===== config.mk =====
export PLATFORM = sky130hd
export DESIGN_NAME = carrier_scan_level_averager
export DESIGN_NICKNAME = d
export VERILOG_FILES = /design/src/rtl/csla_pkg.sv /design/src/rtl/carrier_scan_level_averager.sv
export SDC_FILE = /design/constraint.sdc
export NUM_CORES = 2
export LEC_CHECK = 0
export BUFFER_PORTS_ARGS = -buffer_cell sky130_fd_sc_hd__buf_2
export CAP_MARGIN = 20
export CORE_ASPECT_RATIO = 1.1
export CORE_UTILIZATION = 45
export DETAILED_ROUTE_END_ITERATION = 10
export REMOVE_ABC_BUFFERS = 1
export SYNTH_ARGS = -nofsm -noshare
export SYNTH_HDL_FRONTEND = slang
export SYNTH_SLANG_ARGS = --single-unit

===== constraint.sdc =====
create_clock -name clk -period 8.2 [get_ports clk]
set_input_delay 1.64 -clock clk [delete_from_list [all_inputs] [get_ports clk]]
set_output_delay 1.64 -clock clk [all_outputs]
set_load 0.01 [all_outputs]

===== src/rtl/csla_pkg.sv =====
// Shared constants for the carrier scan level averager.
// No dependencies; imported by carrier_scan_level_averager.
`timescale 1ns / 1ps

package csla_pkg;

	// Fixed field widths.
	localparam int CH_W    = 7;
	localparam int LVL_W   = 7;
	localparam int BYTE_W  = 8;
	localparam int SPC_W   = 8;
	localparam int CPT_W   = 6;
	localparam int CIDX_W  = 2;
	localparam int CDATA_W = 8;

	// Hit percentage dividend is hits * 100, at most 255 * 100.
	localparam int DVD_W     = 15;
	localparam int DIV_CNT_W = 4;
	localparam logic [DVD_W-1:0] PERCENT = 15'd100;

	// Configuration register indexes.
	localparam logic [CIDX_W-1:0] REG_SPC    = 2'd0;
	localparam logic [CIDX_W-1:0] REG_CPT    = 2'd1;
	localparam logic [CIDX_W-1:0] REG_STREAM = 2'd2;

	// Packet header bytes, in the order they go out.
	localparam logic [1:0] HDR_VERSION = 2'd0;
	localparam logic [1:0] HDR_CURSOR  = 2'd1;
	localparam logic [1:0] HDR_START   = 2'd2;
	localparam logic [1:0] HDR_COUNT   = 2'd3;

	localparam logic [BYTE_W-1:0] PKT_VERSION = 8'h01;

	// Result kinds.
	localparam logic KIND_TUNE = 1'b0;
	localparam logic KIND_PKT  = 1'b1;

	typedef logic [2:0] state_t;

endpackage


===== src/rtl/carrier_scan_level_averager.sv =====
// Carrier scan level averager: sequencer, hit-rate divider and level memory.
// Depends on csla_pkg.
`timescale 1ns / 1ps

// Usage.
// Each request on the input channel (in_valid/in_ready, field detect) is one
// carrier-detect sample for the channel that was last tuned. Each request
// produces one or more results on the output channel (out_valid/out_ready):
// optionally a level packet of byte results (kind 1), then always one tune
// result (kind 0) naming the channel to sample next, with last_item set.
// A sample that does not end a channel visit goes from acceptance straight
// to the tune result. A sample that ends a visit runs the hit percentage
// through a radix-2 divider of 15 steps and a read-modify-write of the level
// memory. If the tick ends with streaming on, the packet adds four header
// bytes and one level byte per channel in the tick, and every level is a
// separate read through the single read port of the level memory.
// One request is processed at a time; the next is taken once the tune
// result has been loaded into the output register, even while it waits.
// A stalled receiver holds the output register and the sequencer waits.
// Reset clears the cursor and counters, returns the configuration to its
// defaults (one sample per visit, eight channels per tick, streaming off),
// and clears the per-entry valid flags so that every level reads as zero;
// there is no clearing pass and a request can be taken in the first cycle
// after reset. Configuration writes take effect at once; the user must make
// them only while idle, as the block itself does not enforce this.

module carrier_scan_level_averager
	import csla_pkg::*;
#(
	parameter int NUM_CHANNELS = 126,
	parameter int MAX_CHUNK    = 32
) (
	input  logic               clk,
	input  logic               arst_n,
	input  logic               cfg_write,
	input  logic [CIDX_W-1:0]  cfg_index,
	input  logic [CDATA_W-1:0] cfg_data,
	input  logic               in_valid,
	output logic               in_ready,
	input  logic               detect,
	output logic               out_valid,
	input  logic               out_ready,
	output logic               kind,
	output logic [CH_W-1:0]    channel,
	output logic [BYTE_W-1:0]  data_byte,
	output logic               last_item
);

	localparam int AW = (NUM_CHANNELS > 1) ? $clog2(NUM_CHANNELS) : 1;
	localparam int LW = $clog2(MAX_CHUNK + 1);

	localparam state_t S_IDLE = 3'd0;
	localparam state_t S_DIV  = 3'd1;
	localparam state_t S_UPD  = 3'd2;
	localparam state_t S_HDR  = 3'd3;
	localparam state_t S_RD   = 3'd4;
	localparam state_t S_LV   = 3'd5;
	localparam state_t S_TUNE = 3'd6;

	// Configuration registers.
	logic [SPC_W-1:0] spc_q;
	logic [CPT_W-1:0] cpt_cfg_q;
	logic             stream_q;

	// Scan state.
	state_t           state_q;
	logic [CH_W-1:0]  cursor_q;
	logic [CH_W-1:0]  tick_start_q;
	logic [SPC_W-1:0] sample_q;
	logic [SPC_W-1:0] hit_q;
	logic [CPT_W-1:0] done_q;

	// Divider.
	logic [DVD_W-1:0]     dq_q;
	logic [SPC_W-1:0]     rem_q;
	logic [DIV_CNT_W-1:0] div_cnt_q;

	// Packet sequencing.
	logic [1:0]      hdr_idx_q;
	logic [CH_W-1:0] lv_addr_q;
	logic [LW-1:0]   lv_left_q;

	// Level memory with per-entry valid flags.
	logic [LVL_W-1:0]        lvl_mem [NUM_CHANNELS];
	logic [NUM_CHANNELS-1:0] lvl_vld_q;
	logic [LVL_W-1:0]        rd_data_q;
	logic                    rd_vld_q;

	// Output register.
	logic              out_valid_q;
	logic              out_kind_q;
	logic [CH_W-1:0]   out_channel_q;
	logic [BYTE_W-1:0] out_byte_q;
	logic              out_last_q;

	logic [SPC_W-1:0] spc_eff;
	logic [CPT_W-1:0] cpt_eff;
	logic             accept;
	logic [SPC_W-1:0] hit_new;
	logic [SPC_W-1:0] sample_new;
	logic             visit_end;
	logic [DVD_W-1:0] dividend;
	logic [SPC_W:0]   rem_sh;
	logic             div_ge;
	logic [SPC_W:0]   rem_diff;
	logic [LVL_W-1:0] level_old;
	logic [LVL_W-1:0] raw_pct;
	logic [LVL_W+1:0] level_sum;
	logic [LVL_W-1:0] level_new;
	logic [CH_W-1:0]  cursor_next;
	logic [CH_W-1:0]  lv_addr_next;
	logic [CPT_W-1:0] done_new;
	logic             tick_end;
	logic             rd_en;
	logic [CH_W-1:0]  rd_addr;
	logic             out_free;
	logic             out_load;
	logic [BYTE_W-1:0] hdr_byte;

	// Effective settings: a zero sample count acts as one, and the channel
	// count is kept between one and the largest packet chunk.
	assign spc_eff = (spc_q == '0) ? SPC_W'(1) : spc_q;

	always_comb begin
		if (cpt_cfg_q == '0) begin
			cpt_eff = CPT_W'(1);
		end else if (cpt_cfg_q > CPT_W'(MAX_CHUNK)) begin
			cpt_eff = CPT_W'(MAX_CHUNK);
		end else begin
			cpt_eff = cpt_cfg_q;
		end
	end

	assign in_ready   = (state_q == S_IDLE);
	assign accept     = in_valid && in_ready;
	assign hit_new    = hit_q + SPC_W'(detect);
	assign sample_new = sample_q + SPC_W'(1);
	assign visit_end  = (sample_new >= spc_eff);
	assign dividend   = DVD_W'(hit_new) * PERCENT;

	// One restoring division step per cycle; the quotient shifts into the
	// dividend register as the dividend bits shift out.
	assign rem_sh   = {rem_q, dq_q[DVD_W-1]};
	assign div_ge   = (rem_sh >= {1'b0, spc_eff});
	assign rem_diff = rem_sh - {1'b0, spc_eff};

	// Smoothing: (old * 3 + raw) / 4, with the raw percentage capped at 100.
	assign level_old = rd_vld_q ? rd_data_q : '0;
	assign raw_pct   = (dq_q > PERCENT) ? LVL_W'(PERCENT) : dq_q[LVL_W-1:0];
	assign level_sum = {2'b00, level_old} + {1'b0, level_old, 1'b0} + {2'b00, raw_pct};
	assign level_new = level_sum[LVL_W+1:2];

	assign cursor_next  = (cursor_q == CH_W'(NUM_CHANNELS - 1)) ? '0 : cursor_q + CH_W'(1);
	assign lv_addr_next = (lv_addr_q == CH_W'(NUM_CHANNELS - 1)) ? '0 : lv_addr_q + CH_W'(1);
	assign done_new     = done_q + CPT_W'(1);
	assign tick_end     = (done_new >= cpt_eff);

	// The memory is read only when its data is needed, so the old level
	// stays in the read register while the divider runs.
	assign rd_en   = accept || (state_q == S_RD);
	assign rd_addr = (state_q == S_RD) ? lv_addr_q : cursor_q;

	assign out_free = !out_valid_q || out_ready;
	assign out_load = out_free &&
		((state_q == S_HDR) || (state_q == S_LV) || (state_q == S_TUNE));

	always_comb begin
		case (hdr_idx_q)
			HDR_VERSION: hdr_byte = PKT_VERSION;
			HDR_CURSOR:  hdr_byte = {1'b0, cursor_q};
			HDR_START:   hdr_byte = {1'b0, tick_start_q};
			HDR_COUNT:   hdr_byte = {2'b00, cpt_eff};
			default:     hdr_byte = PKT_VERSION;
		endcase
	end

	always_ff @(posedge clk or negedge arst_n) begin
		if (!arst_n) begin
			spc_q     <= SPC_W'(1);
			cpt_cfg_q <= CPT_W'(8);
			stream_q  <= 1'b0;
		end else if (cfg_write) begin
			case (cfg_index)
				REG_SPC:    spc_q     <= cfg_data;
				REG_CPT:    cpt_cfg_q <= cfg_data[CPT_W-1:0];
				REG_STREAM: stream_q  <= cfg_data[0];
				default:    ;
			endcase
		end
	end

	always_ff @(posedge clk or negedge arst_n) begin
		if (!arst_n) begin
			state_q      <= S_IDLE;
			cursor_q     <= '0;
			tick_start_q <= '0;
			sample_q     <= '0;
			hit_q        <= '0;
			done_q       <= '0;
			div_cnt_q    <= '0;
			hdr_idx_q    <= '0;
			lv_left_q    <= '0;
			lv_addr_q    <= '0;
		end else begin
			case (state_q)
				S_IDLE: begin
					if (accept) begin
						if ((done_q == '0) && (sample_q == '0)) begin
							tick_start_q <= cursor_q;
						end
						if (visit_end) begin
							sample_q  <= '0;
							hit_q     <= '0;
							div_cnt_q <= '0;
							state_q   <= S_DIV;
						end else begin
							sample_q <= sample_new;
							hit_q    <= hit_new;
							state_q  <= S_TUNE;
						end
					end
				end
				S_DIV: begin
					div_cnt_q <= div_cnt_q + DIV_CNT_W'(1);
					if (div_cnt_q == DIV_CNT_W'(DVD_W - 1)) begin
						state_q <= S_UPD;
					end
				end
				S_UPD: begin
					cursor_q <= cursor_next;
					if (tick_end) begin
						done_q <= '0;
						if (stream_q) begin
							hdr_idx_q <= HDR_VERSION;
							lv_addr_q <= tick_start_q;
							lv_left_q <= LW'(cpt_eff);
							state_q   <= S_HDR;
						end else begin
							state_q <= S_TUNE;
						end
					end else begin
						done_q  <= done_new;
						state_q <= S_TUNE;
					end
				end
				S_HDR: begin
					if (out_free) begin
						hdr_idx_q <= hdr_idx_q + 2'd1;
						if (hdr_idx_q == HDR_COUNT) begin
							state_q <= S_RD;
						end
					end
				end
				S_RD: begin
					state_q <= S_LV;
				end
				S_LV: begin
					if (out_free) begin
						lv_addr_q <= lv_addr_next;
						lv_left_q <= lv_left_q - LW'(1);
						state_q   <= (lv_left_q == LW'(1)) ? S_TUNE : S_RD;
					end
				end
				S_TUNE: begin
					if (out_free) begin
						state_q <= S_IDLE;
					end
				end
				default: begin
					state_q <= S_IDLE;
				end
			endcase
		end
	end

	// Divider datapath.
	always_ff @(posedge clk) begin
		if (accept) begin
			dq_q  <= dividend;
			rem_q <= '0;
		end else if (state_q == S_DIV) begin
			dq_q  <= {dq_q[DVD_W-2:0], div_ge};
			rem_q <= div_ge ? rem_diff[SPC_W-1:0] : rem_sh[SPC_W-1:0];
		end
	end

	// Level memory: one write port, one registered read port.
	always_ff @(posedge clk) begin
		if (state_q == S_UPD) begin
			lvl_mem[cursor_q[AW-1:0]] <= level_new;
		end
		if (rd_en) begin
			rd_data_q <= lvl_mem[rd_addr[AW-1:0]];
		end
	end

	always_ff @(posedge clk or negedge arst_n) begin
		if (!arst_n) begin
			lvl_vld_q <= '0;
			rd_vld_q  <= 1'b0;
		end else begin
			if (state_q == S_UPD) begin
				lvl_vld_q[cursor_q[AW-1:0]] <= 1'b1;
			end
			if (rd_en) begin
				rd_vld_q <= lvl_vld_q[rd_addr[AW-1:0]];
			end
		end
	end

	// Output register.
	always_ff @(posedge clk or negedge arst_n) begin
		if (!arst_n) begin
			out_valid_q <= 1'b0;
		end else if (out_load) begin
			out_valid_q <= 1'b1;
		end else if (out_ready) begin
			out_valid_q <= 1'b0;
		end
	end

	always_ff @(posedge clk) begin
		if (out_load) begin
			case (state_q)
				S_HDR: begin
					out_kind_q    <= KIND_PKT;
					out_channel_q <= '0;
					out_byte_q    <= hdr_byte;
					out_last_q    <= 1'b0;
				end
				S_LV: begin
					out_kind_q    <= KIND_PKT;
					out_channel_q <= '0;
					out_byte_q    <= {1'b0, level_old};
					out_last_q    <= 1'b0;
				end
				default: begin
					out_kind_q    <= KIND_TUNE;
					out_channel_q <= cursor_q;
					out_byte_q    <= '0;
					out_last_q    <= 1'b1;
				end
			endcase
		end
	end

	assign out_valid = out_valid_q;
	assign kind      = out_kind_q;
	assign channel   = out_channel_q;
	assign data_byte = out_byte_q;
	assign last_item = out_last_q;

`ifndef SYNTHESIS
	a_cursor_range: assert property (@(posedge clk) disable iff (!arst_n)
		cursor_q < CH_W'(NUM_CHANNELS))
		else $error("cursor outside the channel range");

	a_hits_bounded: assert property (@(posedge clk) disable iff (!arst_n)
		hit_q <= sample_q)
		else $error("hit count exceeds sample count");

	a_level_after_read: assert property (@(posedge clk) disable iff (!arst_n)
		(state_q == S_LV) |-> ($past(state_q) == S_RD || $past(state_q) == S_LV))
		else $error("level byte sent without a memory read");

	a_tune_is_last: assert property (@(posedge clk) disable iff (!arst_n)
		(out_valid_q && (out_kind_q == KIND_TUNE)) |-> out_last_q)
		else $error("tune result not marked last");

	a_div_to_update: assert property (@(posedge clk) disable iff (!arst_n)
		(state_q == S_UPD) |-> ($past(state_q) == S_DIV))
		else $error("level update without a finished division");
`endif

endmodule


==> flow_summary_export.csv <==
group,metric,value,unit
timing,relSlewSlack,19.5,%
clocking,cts-hold-fix-buffers,0,
die,die_w,313,microns
global_route,grt_overflow,0,
timing,tightestPinTransition,1.17,ns
detailed_routing,postRouteAntennaNets,0,
pwr,power_frac_seq,38.3,%
global_route,grt_usage,23.4,%
worst_setup_path,crit_slowest_cell,"nor4_1",
hold_path,hold_class,"reg2reg",
global_route,grt_pass1_vias,30100,
placement,port-buffer-count,33,
pwr,p_comb_share,39.0,%
clocking,cts_resized,0,
pwr,switching_power,9600,uW
global_route,grt_max_degree,155,
yosys,synthCells,3976,
yosys,ys_seq_area_share,68.3,%
die,die_y,345,microns
worst_setup_path,crit_required,8.77,ns
clocking,cts_buffers,112,
finish,layout-drive-gt1-share,11.8,%
finish,final_cells,5466,
clocking,h-tree-depth,3,
pwr,sw_frac_of_total,39.8,%
detailed_routing,drc,0,
global_route,antenna_found_initial,1,
detailed_routing,vias_per_cell,5.73,
detailed_routing,wl_per_cell,23.2,microns
clocking,cts_root_buf,"clkbuf_16",
pwr,power_density,449,nW/um^2
die,ioPinCount,35,
worst_setup_path,critPathBufInv,3,
worst_setup_path,critical_path_class,"reg2reg",
worst_setup_path,crit_path_end_kind,"flip-flop",
timing,fin_worst_skew,0.0339,ns
worst_setup_path,worst_path_most_repeated_cell,"buf_4",
pwr,ir_drop,0.701,mV
clocking,cts.path.max_buffers,3,
timing,timing.final.max_slew_violations,0,
run,drv_cap,0,
timing,period_minus_slack,4.93,ns
clocking,cts_tree,"built",
placement,dp_hpwl,74.8,mm
worst_setup_path,worstPathCellList,"nor3b_4, buf_4, mux2i_4, buf_4, buf_12, nand2_1, and3_1, a31oi_1, o22ai_1, nor4_1, nand4_1, nor2_1",
die,core,106000,sq um
yosys,synth.distinct_cells,66,
timing,final_hold_viol_count,0,
placement,place_inst,5251,
clocking,cts.clk_slew.worst_paths,0.06,ns
yosys,ys_ff_latch,1129,
pwr,p_leak,0.0201,uW
clocking,cts_sinks,1129,
yosys,async_reset_ff_share,17.8,%
timing,period_share,60.1,%
yosys,synth-main-ff-cell,"edfxtp_1",
finish,area_growth_syn_to_layout,11.8,%
finish,final_common_cell,"nand2_1",
clocking,postCtsSetupBuffers,0,
outcome,outcome,"finished, final reports clean",
detailed_routing,drt_pass1_iterations,5,
worst_setup_path,worstPathArrival,5.50,ns
yosys,synth_edf_count,918,
finish,final_cell_mix,"nand2_1 (1025), edfxtp_1 (918), nand3_1 (301), dfrtp_1 (199), nor2_1 (185)",
worst_setup_path,crit_family,"simple AND/OR/NAND/NOR gates",
timing,max_freq,203,MHz
detailed_routing,drt_iter0_markers,2951,
die,die_area,108000,sq um
pwr,intPower,14500,uW
placement,gp_congestion,0.848,
die,initial_core_util,45.4,%
timing,grt_setup_unrepaired,"no",
detailed_routing,totalWireLength,127,mm
detailed_routing,vias,31300,
clocking,clk_latency,0.72,ns
timing,setup_viol,0,
global_route,grt_pass1_wl,190,mm
yosys,netlist_area,48000,sq um
pwr,pwr-share-clk,22.7,%
yosys,yosys_warnings,0,
worst_setup_path,slowest_delay,0.76,ns
worst_setup_path,crit_path_max_fanout,95,
finish,nets,4071,
worst_setup_path,start_kind,"flip-flop",
die,num_rows,125,
yosys,avgSynthCellArea,12.1,sq um
timing,finalSetupTns,0,ns
finish,final_core_util,50.7,%
[state kept, by name, summed over array words and instances (netlist names), 3 cells and up]
| register | cells |
|---|---|
| dq_q | 15 |
| state_q | 3 |
| cpt_cfg_q | 6 |
| sample_q | 8 |
| done_q | 6 |
| channel | 7 |
| lvl_vld_q | 126 |
| cursor_q | 7 |
| data_byte | 7 |
| rem_q | 8 |
| lvl_mem | 882 |
| lv_addr_q | 7 |
| tick_start_q | 7 |
| rd_data_q | 7 |
| div_cnt_q | 4 |
| lv_left_q | 6 |
| spc_q | 8 |
| hit_q | 8 |
[Yosys cell counts, types with 27 or more instances]
cell	number	area, sq um
a21oi_1	79	395
a311oi_1	55	482
a31oi_1	111	694
and3_1	136	851
buf_2	86	430
clkbuf_1	107	402
dfrtp_1	199	4980
edfxtp_1	918	27600
ha_1	75	938
inv_1	61	229
nand2_1	1029	3860
nand3_1	301	1510
nand4_1	27	169
nor2_1	187	702
nor3_1	29	145
o21ai_0	92	460
o22ai_1	42	263
or2_2	131	820
[tightest hold or removal path: cells and delay by family, from the launching register on]
family / cells / cell delay (ns)
and+or+nand+nor: 1 / 0.05
DFF: 1 / 0.31
AOI/OAI and AO/OA: 1 / 0.05
[kinds of logic after synthesis]
logic type	synth area share, %
AND/OR/NAND/NOR	18.0
adder cells (fa/ha/maj)	2.41
AO/OA/AOI/OAI	6.04
flip-flops	68.3
XOR/XNOR	0.657
other	0.00781
multiplexers	1.98
buffers and inverters	2.54
[layer usage]
metal	share of wire [%]	vias to the layer above	wire (microns)	GRT usage (%)
li1	-	14300	-	-
met1	42	15700	53600	32.0
met2	48	1056	60400	38.0
met3	6.4	225	8040	3.30
met4	3.5	0	4460	8.81
met5	0	-	0	0
[power by group through the flow]
stage          Combinational (uW)  Clock [uW]  Sequential (uW)
2_1_floorplan                5370           0             9430
3_3_place_gp                 9290           0             9340
3_5_place_dp                 9430           0             9350
4_1_cts                      9460        5530             9230
5_1_grt                     10200        5750             9260
6_report                     9410        5470             9230
[through the flow]
stage	hold slack, ns	total power, uW	area, sq um	setup WS, ns
6_report	0.452	24100	53600	3.27
5_1_grt	0.472	25200	53600	2.93
4_1_cts	0.451	24200	53600	3.32
3_5_place_dp	0.444	18800	49700	2.58
3_3_place_gp	0.444	18600	49700	2.58
2_1_floorplan	0.432	14800	47000	-7.22
[worst paths after layout]
kind                                              end              startpoint  slack, ns  cells after the start
hold reg to reg                 rem_q[7]$_SDFFE_PP0P_   rem_q[7]$_SDFFE_PP0P_       0.45                      2
setup / recovery               rd_data_q[0]$_DFFE_PP_  state_q[2]$_DFFE_PN0P_       3.27                     12
max in group asynchronous  lvl_vld_q[106]$_DFFE_PN0P_                  arst_n       5.73                      2
setup reg to reg               rd_data_q[0]$_DFFE_PP_  state_q[2]$_DFFE_PN0P_       3.27                     12
min in group asynchronous   lvl_vld_q[73]$_DFFE_PN0P_                  arst_n       0.95                      1
hold / removal                  rem_q[7]$_SDFFE_PP0P_   rem_q[7]$_SDFFE_PP0P_       0.45                      2
[area by class of cell]
class	count	area [sq um]
Fill cell	9148	52100
Sequential cell	1129	32800
Multi-Input combinational cell	2567	14200
Clock buffer	144	3040
Tap cell	1397	1750
Clock inverter	69	896
Timing Repair Buffer	98	768
Inverter	61	229
Antenna cell	1	2.50
No activity file was read; power rests on OpenSTA's default activity.
